$ cat src/sv/ordered_list_engine_unit_defines.svh
// Assertion macros for the ordered list engine.
// Used by the top level; relies on clk_i and rst_ni being in scope.
`ifndef ORDERED_LIST_ENGINE_UNIT_DEFINES_SVH
`define ORDERED_LIST_ENGINE_UNIT_DEFINES_SVH

// Implication in the same cycle, checked on every rising edge out of reset.
`define OLIST_ASSERT_NOW(lbl, ante, cons, msg) \
  lbl: assert property (@(posedge clk_i) disable iff (!rst_ni) (ante) |-> (cons)) \
    else $error(msg);

// Implication checked in the cycle after the antecedent.
`define OLIST_ASSERT_NEXT(lbl, ante, cons, msg) \
  lbl: assert property (@(posedge clk_i) disable iff (!rst_ni) (ante) |=> (cons)) \
    else $error(msg);

`endif

$ cat src/sv/olist_pkg.sv
// Shared types and constants of the ordered list engine.
// No dependencies; used by the cells and the top level.
package olist_pkg;

  localparam int unsigned DATA_W = 32;
  localparam int unsigned IDX_W  = 13;

  typedef enum logic [2:0] {
    MODE_PUSH      = 3'd0,
    MODE_POP       = 3'd1,
    MODE_READ      = 3'd2,
    MODE_WRITE     = 3'd3,
    MODE_INSERT    = 3'd4,
    MODE_DELETE_AT = 3'd5,
    MODE_DELETE_V  = 3'd6,
    MODE_NOP       = 3'd7
  } mode_e;

  typedef enum logic [2:0] {
    ST_OK      = 3'd0,
    ST_FULL    = 3'd1,
    ST_EMPTY   = 3'd2,
    ST_RANGE   = 3'd3,
    ST_MISSING = 3'd4
  } status_e;

  typedef enum logic [2:0] {
    CELL_HOLD       = 3'd0,
    CELL_SET        = 3'd1,
    CELL_INSERT     = 3'd2,
    CELL_DELETE     = 3'd3,
    CELL_REMOVE_HIT = 3'd4
  } cell_op_e;

  typedef struct packed {
    cell_op_e                 op;
    logic [IDX_W-1:0]         idx;
    logic [IDX_W-1:0]         rd_idx;
    logic [IDX_W-1:0]         count;
    logic signed [DATA_W-1:0] value;
  } cell_cmd_t;

endpackage

$ cat src/sv/olist_cell.sv
// One storage cell of the list chain: holds one word and takes its neighbors' words.
// Depends on olist_pkg.
module olist_cell #(
  parameter int unsigned K = 0
) (
  input  logic                              clk_i,
  input  olist_pkg::cell_cmd_t              cmd_i,
  input  logic signed [olist_pkg::DATA_W-1:0] left_i,
  input  logic signed [olist_pkg::DATA_W-1:0] right_i,
  input  logic                              hit_i,
  output logic signed [olist_pkg::DATA_W-1:0] word_o,
  output logic signed [olist_pkg::DATA_W-1:0] rd_o,
  output logic                              match_o
);
  import olist_pkg::*;

  localparam logic [IDX_W-1:0] Index = IDX_W'(K);

  logic signed [DATA_W-1:0] word_q, word_d;
  logic                     match_q;

  always_comb begin
    word_d = word_q;
    unique case (cmd_i.op)
      CELL_HOLD: begin
        word_d = word_q;
      end
      CELL_SET: begin
        if (Index == cmd_i.idx) word_d = cmd_i.value;
      end
      CELL_INSERT: begin
        if (Index == cmd_i.idx) begin
          word_d = cmd_i.value;
        end else if (Index > cmd_i.idx) begin
          word_d = left_i;
        end
      end
      CELL_DELETE: begin
        if (Index >= cmd_i.idx) word_d = right_i;
      end
      CELL_REMOVE_HIT: begin
        if (hit_i) word_d = right_i;
      end
      default: begin
        word_d = word_q;
      end
    endcase
  end

  always_ff @(posedge clk_i) begin
    word_q  <= word_d;
    match_q <= (word_q == cmd_i.value) && (Index < cmd_i.count);
  end

  assign word_o  = word_q;
  assign match_o = match_q;
  assign rd_o    = (Index == cmd_i.rd_idx) ? word_q : '0;

endmodule

$ cat config.mk
export PLATFORM = sky130hd
export DESIGN_NAME = olist_cell
export DESIGN_NICKNAME = d
export VERILOG_FILES = /design/src/sv/ordered_list_engine_unit_defines.svh /design/src/sv/olist_pkg.sv /design/src/sv/olist_cell.sv
export SDC_FILE = /design/constraint.sdc
export NUM_CORES = 1
export LEC_CHECK = 0
export ABC_CLOCK_PERIOD_IN_PS = 5300
export BUFFER_PORTS_ARGS = -buffer_cell sky130_fd_sc_hd__buf_2
export CORE_MARGIN = 2
export CORE_UTILIZATION = 39
export CTS_CLUSTER_SIZE = 20
export DETAILED_ROUTE_END_ITERATION = 8
export GPL_ROUTABILITY_DRIVEN = 0
export GPL_TIMING_DRIVEN = 0
export PLACE_DENSITY = 0.84
export SYNTH_ARGS = -nofsm -noshare
export SYNTH_HDL_FRONTEND = slang
export SYNTH_SLANG_ARGS = --single-unit
export TNS_END_PERCENT = 10
$ cat constraint.sdc
create_clock -name clk_i -period 5.3 [get_ports clk_i]
set_clock_uncertainty 0.05 [all_clocks]
set_input_delay 0.265 -clock clk_i [delete_from_list [all_inputs] [get_ports clk_i]]
set_output_delay 0.265 -clock clk_i [all_outputs]
set_load 0.02 [all_outputs]
==> metrics <==
top-level port count=205; clock sink count=33; effective utilization at floorplan=40.1%; Setup violations, final=0; final setup slack of the worst path=2.73 ns; number of library cell types mapped by synthesis=25; run status=complete, no violations; CTS Hold Buffers Added=0; vias per cell=5.33; port bufs=204; CTS Buf Count=5; worst slew margin relative to its limit=39.9%; count leader, synth=sky130_fd_sc_hd__nand2_1; first-pass detailed-route iteration total=4; critical path startpoint category=input port; insertion delay to the later sink of the worst-skew pair=0.28 ns; maximum number of buffers from clock root to sink=2; antenna-violating nets left=0; largest net degree at the start of global routing=19; number of instances in the synthesized netlist=249; leakage power figure=1.71 nW; Total Routed Length=9340 um; mean routed wirelength per cell=17.4 um; async set or reset register ratio after synthesis=0%; Peak Freq=389 MHz; Core Util, Final=61.2%; Worst-Margin Slew=0.901 ns; leading cell types by total area after synthesis=sky130_fd_sc_hd__edfxtp_1 (41%), sky130_fd_sc_hd__a32oi_1 (12%), sky130_fd_sc_hd__xor2_1 (8.9%), sky130_fd_sc_hd__and2_1 (8.5%), sky130_fd_sc_hd__o21ai_1 (6.6%); Syn-to-layout area delta=52.8%; total of warnings raised by yosys=0; diode count=0; power density over the cells=184 nW/um^2; antenna violations before repair=0; DRC marker count from the first detailed-route iteration=132; standard-cell rows=28; Remaining DRCs=0; Post-DP HPWL=7310 um; HP Class=input port to flip-flop; count of max-cap constraint violations=0; number of endpoints with negative hold slack in the final report=0; layout cell share with drive strength beyond 1=48.3%; overall overflow remaining after global route=0; vias=2864; worst hold slack across all endpoints=0.231 ns; number of placed instances, taps included=529; Layout Cells excl Fill=537; Post-CTS Resized=0; fin crit period=2.57 ns; kind of critical path=input port to flip-flop; number of levels the H-tree was split into=2; maximum net fanout on the critical path=18; TritonCTS clock tree=yes; worst slack, placed=2.44 ns; Die Y=81.8 um; sequential fraction of the synthesis area=41.6%; dominant cell type by area after synthesis=sky130_fd_sc_hd__edfxtp_1; commonest register cell after synthesis=sky130_fd_sc_hd__edfxtp_1; critical path arrival=2.51 ns; top post-synthesis cells by count=sky130_fd_sc_hd__nand2_1 (33), sky130_fd_sc_hd__and2_1 (32), sky130_fd_sc_hd__edfxtp_1 (32), sky130_fd_sc_hd__a32oi_1 (31), sky130_fd_sc_hd__o21ai_1 (31); Global Route Usage Sum=27.1%; die boundary width=81.8 um; number of slew-limit violations in the final report=0; global-route wire length before repair=13400 um; top cell type's share of synthesized area=40.7%; Clk pin slew, worst setup/hold paths=0.07 ns; number of enable-type register cells in the synthesized netlist=32; buffer count from post-CTS setup fixing=0; die footprint=6690 sq um; Root Driver=sky130_fd_sc_hd__clkbuf_8; post-synthesis instance area=2360 sq um; portion of the clock cycle consumed by the worst path in the final layout=48.5%; RSZ-0062 raised after global routing=false; largest voltage drop on the vdd net=0.000101 V; number of nets in the layout=601; nets in the synthesized netlist=389; required time of the worst setup path=5.24 ns; number of global-route vias before repair=2824; Syn Area/Cell=9.47 sq um; Setup crit end kind=flip-flop; placeable core region=5890 sq um; Seq cells post-synth=33
[placed cells by master, fill, tap and decap left out, types with 3 or more instances in the layout]
master	instances
sky130_fd_sc_hd__nor3_1	3
sky130_fd_sc_hd__nor2_1	4
sky130_fd_sc_hd__xor2_1	24
sky130_fd_sc_hd__a32oi_1	31
sky130_fd_sc_hd__o21ai_1	31
sky130_fd_sc_hd__clkbuf_1	14
sky130_fd_sc_hd__edfxtp_1	32
sky130_fd_sc_hd__xnor2_1	8
sky130_fd_sc_hd__and2_1	32
sky130_fd_sc_hd__nand4_1	5
sky130_fd_sc_hd__buf_6	3
sky130_fd_sc_hd__nand2_1	33
sky130_fd_sc_hd__nand3_1	5
sky130_fd_sc_hd__nor4_1	12
sky130_fd_sc_hd__clkbuf_8	6
sky130_fd_sc_hd__buf_2	208
[where the power goes]
part,switching (mW),total [mW],internal (mW),leakage (nW)
Combinational,0.0826,0.157,0.0744,1.37
Clock,0.0924,0.198,0.106,0.0455
Sequential,0.00736,0.307,0.300,0.291
Total,0.182,0.663,0.480,1.71
[registers in the layout, summed over array words and instances, names as in the netlist]
register	cells
word_o	32
match_o	1
[final cells by class]
| type | count | area (sq um) |
|---|---|---|
| fillers | 530 | 2280 |
| repair buffers | 205 | 1050 |
| flip-flops and latches | 33 | 981 |
| well taps | 75 | 93.8 |
| clock buffers | 8 | 90.1 |
| multi-input cells | 197 | 1290 |
| plain buffers | 19 | 98.8 |
[cells by family after synthesis]
logic type	Yosys count	synth area share, %
simple gates	100	23.2
compound gates	65	19.2
flops	33	41.6
xor+xnor	32	11.9
buf+inv	19	4.19
[path summary, 6_finish.rpt]
kind	startpoint	end	slack, ns	cells past startpoint
worst max-delay path	cmd_i[58]	word_o[26]	2.73	6
worst min-delay path	right_i[7]	word_o[7]	0.23	3
worst max register to register	word_o[15]	match_o	3.55	4
worst min register to register	word_o[26]	match_o	0.58	3
[stage by stage]
stage	TNS [ns]	total power [mW]	instance area [sq um]
floorplan	0	0.382	2360
global placement	-6.85	0.462	3470
detailed placement	0	0.469	3510
CTS	0	0.665	3600
global route	0	0.691	3600
finish	0	0.663	3600
[metal layers]
metal / vias to the layer above / GRT usage [%] / share of wire [%]
met5: - / 0 / 0
met4: 0 / 8.50 / 1.3
met3: 11 / 6.04 / 8.9
met2: 163 / 51.0 / 53
met1: 1324 / 30.1 / 37
li1: 1366 / - / -
[critical path, cell delays in order]
cell and delay (ns):
sky130_fd_sc_hd__buf_2 0.10, sky130_fd_sc_hd__nor4_1 0.27, sky130_fd_sc_hd__nand4_1 0.37, sky130_fd_sc_hd__clkbuf_1 0.40, sky130_fd_sc_hd__o31ai_4 0.85, sky130_fd_sc_hd__buf_16 0.24
Power figures use the tool's default switching activity.
