===== src/sv/ordered_list_engine_unit_defines.svh =====
// Assertion macros for the ordered list engine.
// Used by the top level; relies on clk_i and rst_ni being in scope.
`ifndef ORDERED_LIST_ENGINE_UNIT_DEFINES_SVH
`define ORDERED_LIST_ENGINE_UNIT_DEFINES_SVH

// Implication in the same cycle, checked on every rising edge out of reset.
`define OLIST_ASSERT_NOW(lbl, ante, cons, msg) \
  lbl: assert property (@(posedge clk_i) disable iff (!rst_ni) (ante) |-> (cons)) \
    else $error(msg);

// Implication checked in the cycle after the antecedent.
`define OLIST_ASSERT_NEXT(lbl, ante, cons, msg) \
  lbl: assert property (@(posedge clk_i) disable iff (!rst_ni) (ante) |=> (cons)) \
    else $error(msg);

`endif


===== src/sv/olist_prefix.sv =====
// Inclusive prefix OR over the cell match flags, built as a log-depth network.
// No dependencies.
module olist_prefix #(
  parameter int unsigned Width = 256
) (
  input  logic [Width-1:0] in_i,
  output logic [Width-1:0] out_o
);
  localparam int unsigned Levels = (Width > 1) ? $clog2(Width) : 1;

  logic [Width-1:0] lvl [Levels+1];

  assign lvl[0] = in_i;

  for (genvar s = 0; s < Levels; s++) begin : g_level
    for (genvar i = 0; i < Width; i++) begin : g_bit
      if (i >= (1 << s)) begin : g_or
        assign lvl[s+1][i] = lvl[s][i] | lvl[s][i-(1<<s)];
      end else begin : g_pass
        assign lvl[s+1][i] = lvl[s][i];
      end
    end
  end

  assign out_o = lvl[Levels];

endmodule


===== config.mk =====
export PLATFORM = sky130hd
export DESIGN_NAME = olist_prefix
export DESIGN_NICKNAME = d
export VERILOG_FILES = /design/src/sv/ordered_list_engine_unit_defines.svh /design/src/sv/olist_prefix.sv
export SDC_FILE = /design/constraint.sdc
export NUM_CORES = 1
export LEC_CHECK = 0
export ABC_CLOCK_PERIOD_IN_PS = 5250
export BUFFER_PORTS_ARGS = -buffer_cell sky130_fd_sc_hd__buf_2
export CAP_MARGIN = 15
export CELL_PAD_IN_SITES_DETAIL_PLACEMENT = 1
export CELL_PAD_IN_SITES_GLOBAL_PLACEMENT = 1
export CORE_AREA = 10 10 191 193
export DETAILED_ROUTE_END_ITERATION = 8
export DIE_AREA = 0 0 201 203
export GPL_ROUTABILITY_DRIVEN = 0
export GPL_TIMING_DRIVEN = 0
export PLACE_DENSITY = 0.72
export SETUP_SLACK_MARGIN = 0.15
export SLEW_MARGIN = 20
export SYNTH_ARGS = -nofsm -noshare
export SYNTH_HDL_FRONTEND = slang
export SYNTH_SLANG_ARGS = --single-unit

===== constraint.sdc =====
create_clock -name vclk -period 5.25
set_clock_uncertainty 0.2 [all_clocks]
set_input_delay 0.2625 -clock vclk [all_inputs]
set_output_delay 0.2625 -clock vclk [all_outputs]
set_load 0.05 [all_outputs]

==> results.json, run 1 <==
{
  "run_status": "completed",
  "synthTopCellsByArea": "nor4_1, nor2_1, nand2_1",
  "relSlewSlack_pct": 19.1,
  "rsz0062_at_grt": "false",
  "critical_path_required_ns": 4.79,
  "routed_wl_um": 53700,
  "power_density_mw_per_mm2": 37.0,
  "dp_worst_setup_slack_ns": 0.0353,
  "core_mm2": 0.0325,
  "hold_path.class": "primary input to output pin",
  "syn_area_mm2": 0.00469,
  "p_leak_nw": 2.29,
  "seq_area_um2": 0,
  "row_count": 66,
  "fill_cells": 4401,
  "die_y_um": 203,
  "cp-end-kind": "output pin",
  "period_share_pct": 92.6,
  "die_area_mm2": 0.0408,
  "hold_viol": 0,
  "wire_per_inst_um": 29.2,
  "netlist_instances": 880,
  "syn_nets": 1136,
  "area_growth_pct": 67.8,
  "yosysWarnings": 0,
  "synth_top_area_cell": "nor4_1",
  "drc": 0,
  "ys_types": 37,
  "first_pass_iters": 5,
  "dr_wl_met3_um": 4950,
  "route.met2.wl_um": 27900,
  "vias_per_cell": 5.41,
  "fin_nets": 1650,
  "max_cap_violations": 0,
  "grt_overflow": 0,
  "path_class": "primary input to output pin",
  "dr.max_layer_used": "met5",
  "track_usage_pct": 24.3,
  "cts_setup_buffers": 0,
  "start_kind": "primary input",
  "synth_top_area_share_pct": 13.7,
  "fin_ws_ns": 0.391,
  "layout-drive-gt1-share_pct": 40.8,
  "start_util_pct": 14.4,
  "synth_area_per_cell_um2": 5.33,
  "drv_slew": 0,
  "ys_seq_area_share_pct": 0,
  "period_needed_ns": 4.86,
  "pin_count": 512,
  "final_common_cell": "buf_2",
  "tns_ns": 0,
  "wl_met1_um": 19200,
  "ir_drop_v": 0.0000202,
  "critPathMaxFanout": 10,
  "nClkBuffers": 0,
  "antenna_found_initial": 9,
  "cp.arrival_ns": 4.40,
  "port-buffer-count": 511,
  "worst_pin_slew_ns": 1.20,
  "finalSetupViolCount": 0,
  "antenna_left": 0,
  "die_w_um": 201,
  "hpwl_um": 48900,
  "grt_pass1_vias": 10500,
  "vias": 9945,
  "design.seq.count": 0,
  "grt_pass1_wl_um": 75100,
  "max_clock_freq_mhz": 206,
  "layout_common_cells": "buf_2, nor2_1, nand2_1",
  "drtIter0Drc": 545,
  "hold_slack_ns": 0.757,
  "grt_max_degree": 11
}
==> per-stage QoR <==
stage,cells,utilization [%],power (mW),area (um2)
finish,1839,24.2,0.291,7870
global route,1834,24.2,0.308,7860
CTS,1834,24.1,0.282,7840
detailed placement,1834,24.1,0.281,7830
global placement,1833,24.0,0.274,7800
floorplan,880,-,0.0746,4690
==> repair_timing <==
item	4_1_cts	5_1_grt
pin swaps	0	0
gates resized for setup	1	1
setup endpoints to repair	12	10
hold buffers	0	0
==> power breakdown <==
part | internal (mW) | switching (mW) | total [mW]
Combinational | 0.101 | 0.190 | 0.291
Clock | 0.0000000764 | 0 | 0.0000000765
Sequential | 0 | 0 | 0
Total | 0.101 | 0.190 | 0.291
==> kinds of logic after synthesis <==
family	share of synthesized area, %
AND/OR/NAND/NOR	95.9
buffers and inverters	4.11
==> final cells by class <==
type,instances,area [um2],area share [%]
repair buffers,512,2560,32.6
plain buffers,9,38.8,0.493
diodes,5,12.5,0.159
inverters,41,154,1.96
multi-input cells,830,4550,57.8
well taps,442,553,7.03
==> worst max-delay path, cell delays in order <==
cell      delay (ns)
buf_2           0.12
nor4_1          0.59
nand2_1         0.29
nor3_2          0.51
clkbuf_1        0.68
nand4_1         0.45
nor3b_1         0.70
clkbuf_1        0.39
nand3_1         0.12
buf_2           0.27
==> routing by layer <==
| layer | track usage [%] | up-vias |
|---|---|---|
| met2 | 46.8 | 631 |
| met1 | 25.2 | 4808 |
| met5 | 0 | - |
| met4 | 6.46 | 6 |
| met3 | 6.53 | 83 |
| li1 | - | 4417 |
==> worst paths after layout <==
| path | start | depth (start not counted) | slack, ns | to |
|---|---|---|---|---|
| worst max-delay path | in_i[22] | 10 | 0.39 | out_o[231] |
| worst min-delay path | in_i[20] | 3 | 0.76 | out_o[20] |
==> Yosys cell counts (all sizes together) <==
master and number:
nor2b 3, nand2b 8, and2 7, and3 14, nor4bb 2, or3 30, nor3 96, nor3b 3
and4 13, nand2 143, and3b 1, nor2 157, nand3b 8, clkbuf 7, nor4 116, or2 19
nand3 98, nand4 74, nor4b 2, nand4bb 1, inv 41, or4 19, and4b 1, nand4b 13
or3b 2, buf 2
No activity file was read; power rests on OpenSTA's default activity.
==> run 2: changes to the inputs <==
--- a/config.mk
+++ b/config.mk
@@ -5,17 +5,18 @@
 export SDC_FILE = /design/constraint.sdc
 export NUM_CORES = 1
 export LEC_CHECK = 0
+export ABC_AREA = 1
 export ABC_CLOCK_PERIOD_IN_PS = 5250
 export BUFFER_PORTS_ARGS = -buffer_cell sky130_fd_sc_hd__buf_2
 export CAP_MARGIN = 15
 export CELL_PAD_IN_SITES_DETAIL_PLACEMENT = 1
 export CELL_PAD_IN_SITES_GLOBAL_PLACEMENT = 1
-export CORE_AREA = 10 10 191 193
+export CORE_AREA = 10 10 193 195
 export DETAILED_ROUTE_END_ITERATION = 8
-export DIE_AREA = 0 0 201 203
+export DIE_AREA = 0 0 203 205
 export GPL_ROUTABILITY_DRIVEN = 0
 export GPL_TIMING_DRIVEN = 0
-export PLACE_DENSITY = 0.72
+export PLACE_DENSITY = 0.87
 export SETUP_SLACK_MARGIN = 0.15
 export SLEW_MARGIN = 20
 export SYNTH_ARGS = -nofsm -noshare
==> run 2 against run 1 <==
Cell count increased by 54%. Wire length increased by 24%. Worst setup slack improved by 2.1 ns. Non-clock buffer count decreased by 8. Critical path type unchanged. Critical endpoint is now out_o[133]. Highest routed layer unchanged.
==> results.json, run 2 <==
{
  "run_status": "completed",
  "cp_cell_sequence": "buf_2 > nor2_1 > nand2_1 > nor2_1 > nand2_1 > nor2_4 > nand2_2 > nor2_1 > nand2_1 > buf_2",
  "layout_common_cells": "nor2_1, nand2_1, buf_2",
  "vias": 14100,
  "wire_per_inst_um": 23.5,
  "syn_nets": 2103,
  "hp-start": "in_i[0]",
  "seq_area_um2": 0,
  "power.total_uw": 330,
  "period_needed_ns": 2.77,
  "design.seq.count": 0,
  "period_share_pct": 52.8,
  "die_w_um": 203,
  "fin_nets": 2617,
  "row_count": 67,
  "hold_viol": 0,
  "antenna_found_initial": 28,
  "slowest_stage": "nor2_1",
  "dp.cells": 2807,
  "cp.arrival_ns": 2.31,
  "vias_per_cell": 5.00,
  "hold_path.class": "primary input to output pin",
  "stdcell_count": 2823,
  "syn_area_mm2": 0.00716,
  "start_kind": "primary input",
  "track_usage_pct": 29.9,
  "power_density_mw_per_mm2": 32.0,
  "hpwl_um": 62800,
  "die_y_um": 205,
  "worst_pin_slew_ns": 0.515,
  "fill_cells": 5152,
  "first_pass_iters": 5,
  "area_growth_pct": 44.2,
  "nClkBuffers": 0,
  "drc": 0,
  "critical_path_required_ns": 4.79,
  "ir_drop_v": 0.0000260,
  "grt_pass1_vias": 14600,
  "netlist_instances": 1847,
  "core_mm2": 0.0333,
  "p_leak_nw": 3.25,
  "ys_types": 9,
  "grt_pass1_wl_um": 93100,
  "antenna_left": 0,
  "drv_slew": 0,
  "cts_resized": 0,
  "ys_seq_area_share_pct": 0,
  "die_area_mm2": 0.0416,
  "cts_hold_buf": 0,
  "pin_count": 512,
  "synth_area_per_cell_um2": 3.88,
  "port-buffer-count": 512,
  "grt_max_degree": 6,
  "synth_top_area_cell": "nor2_1",
  "max_cap_violations": 0,
  "worstSetupStartpoint": "in_i[26]",
  "finalSetupViolCount": 0,
  "start_util_pct": 21.5,
  "cts_setup_buffers": 0,
  "layout-drive-gt1-share_pct": 24.1,
  "grt_overflow": 0,
  "routed_wl_um": 66400,
  "tns_ns": 0,
  "final_util_pct": 31.0,
  "synth_common_cells": "nor2_1, nand2_1, inv_1",
  "rsz0062_at_grt": "false",
  "drtIter0Drc": 1010,
  "path_class": "primary input to output pin",
  "max_clock_freq_mhz": 361,
  "synthTopCellsByArea": "nor2_1, nand2_1, inv_1",
  "cp-end-kind": "output pin",
  "yosysWarnings": 0,
  "max_stage_delay_ns": 0.41,
  "yosysMostFrequentCell": "nor2_1",
  "synth_top_area_share_pct": 44.9,
  "final_common_cell": "nor2_1",
  "relSlewSlack_pct": 65.5,
  "critPathMaxFanout": 4,
  "hold_slack_ns": 0.772
}
==> run 2: changes by cell type in the layout (fill, tap and decap cells not counted), moves of 14 or more <==
cell     previous run  this run
nor2_1            156       856
nand2_1           141       768
nand4_1            72         0
or3_1              30         0
nor4_1             98         0
nand3_1            98         0
nor3_1             91         0
inv_1              37       167
nand2_2             2        22
or4_1              18         0
and3_1             14         0
nor2_2              1        18
or2_2              18         0
==> run 2: cell type report <==
class	count	area [um2]	share of cell area [%]
inverters	167	627	6.07
repair buffers	512	2560	24.8
multi-input cells	1679	6520	63.2
well taps	448	561	5.43
plain buffers	1	7.51	0.0727
diodes	16	40.0	0.388
==> run 2: report_power, final <==
part           switching [mW]  internal [mW]
Sequential                  0              0
Combinational           0.223          0.107
Clock                       0    0.000000409
==> run 2: logic make-up after synthesis <==
| family | Yosys count | share of synthesized area, % |
|---|---|---|
| buffers and inverters | 168 | 8.86 |
| AND/OR/NAND/NOR | 1679 | 91.1 |
==> run 2: final timing paths <==
path / to / cells past startpoint
min: out_o[0] / 3
max: out_o[133] / 10
==> run 2: per-stage QoR <==
stage | setup slack, ns | instance area [um2]
final | 2.48 | 10300
after global routing | 2.41 | 10300
after CTS | 2.58 | 10300
after detailed placement | 2.59 | 10300
after global placement | 2.64 | 10300
after floorplan | 2.62 | 7160
==> run 2: worst max-delay path: cells and delay by family <==
| family | cells | cell delay, ns |
|---|---|---|
| and+or+nand+nor | 8 | 1.67 |
| buffers and inverters | 2 | 0.37 |
==> run 2: routing by layer <==
layer	GRT usage, %	part of all wire [%]	vias to the layer above
li1	-	-	6467
met2	51.8	46	854
met5	0	0.38	-
met1	31.9	36	6538
met4	17.0	6.8	38
met3	9.35	11	213
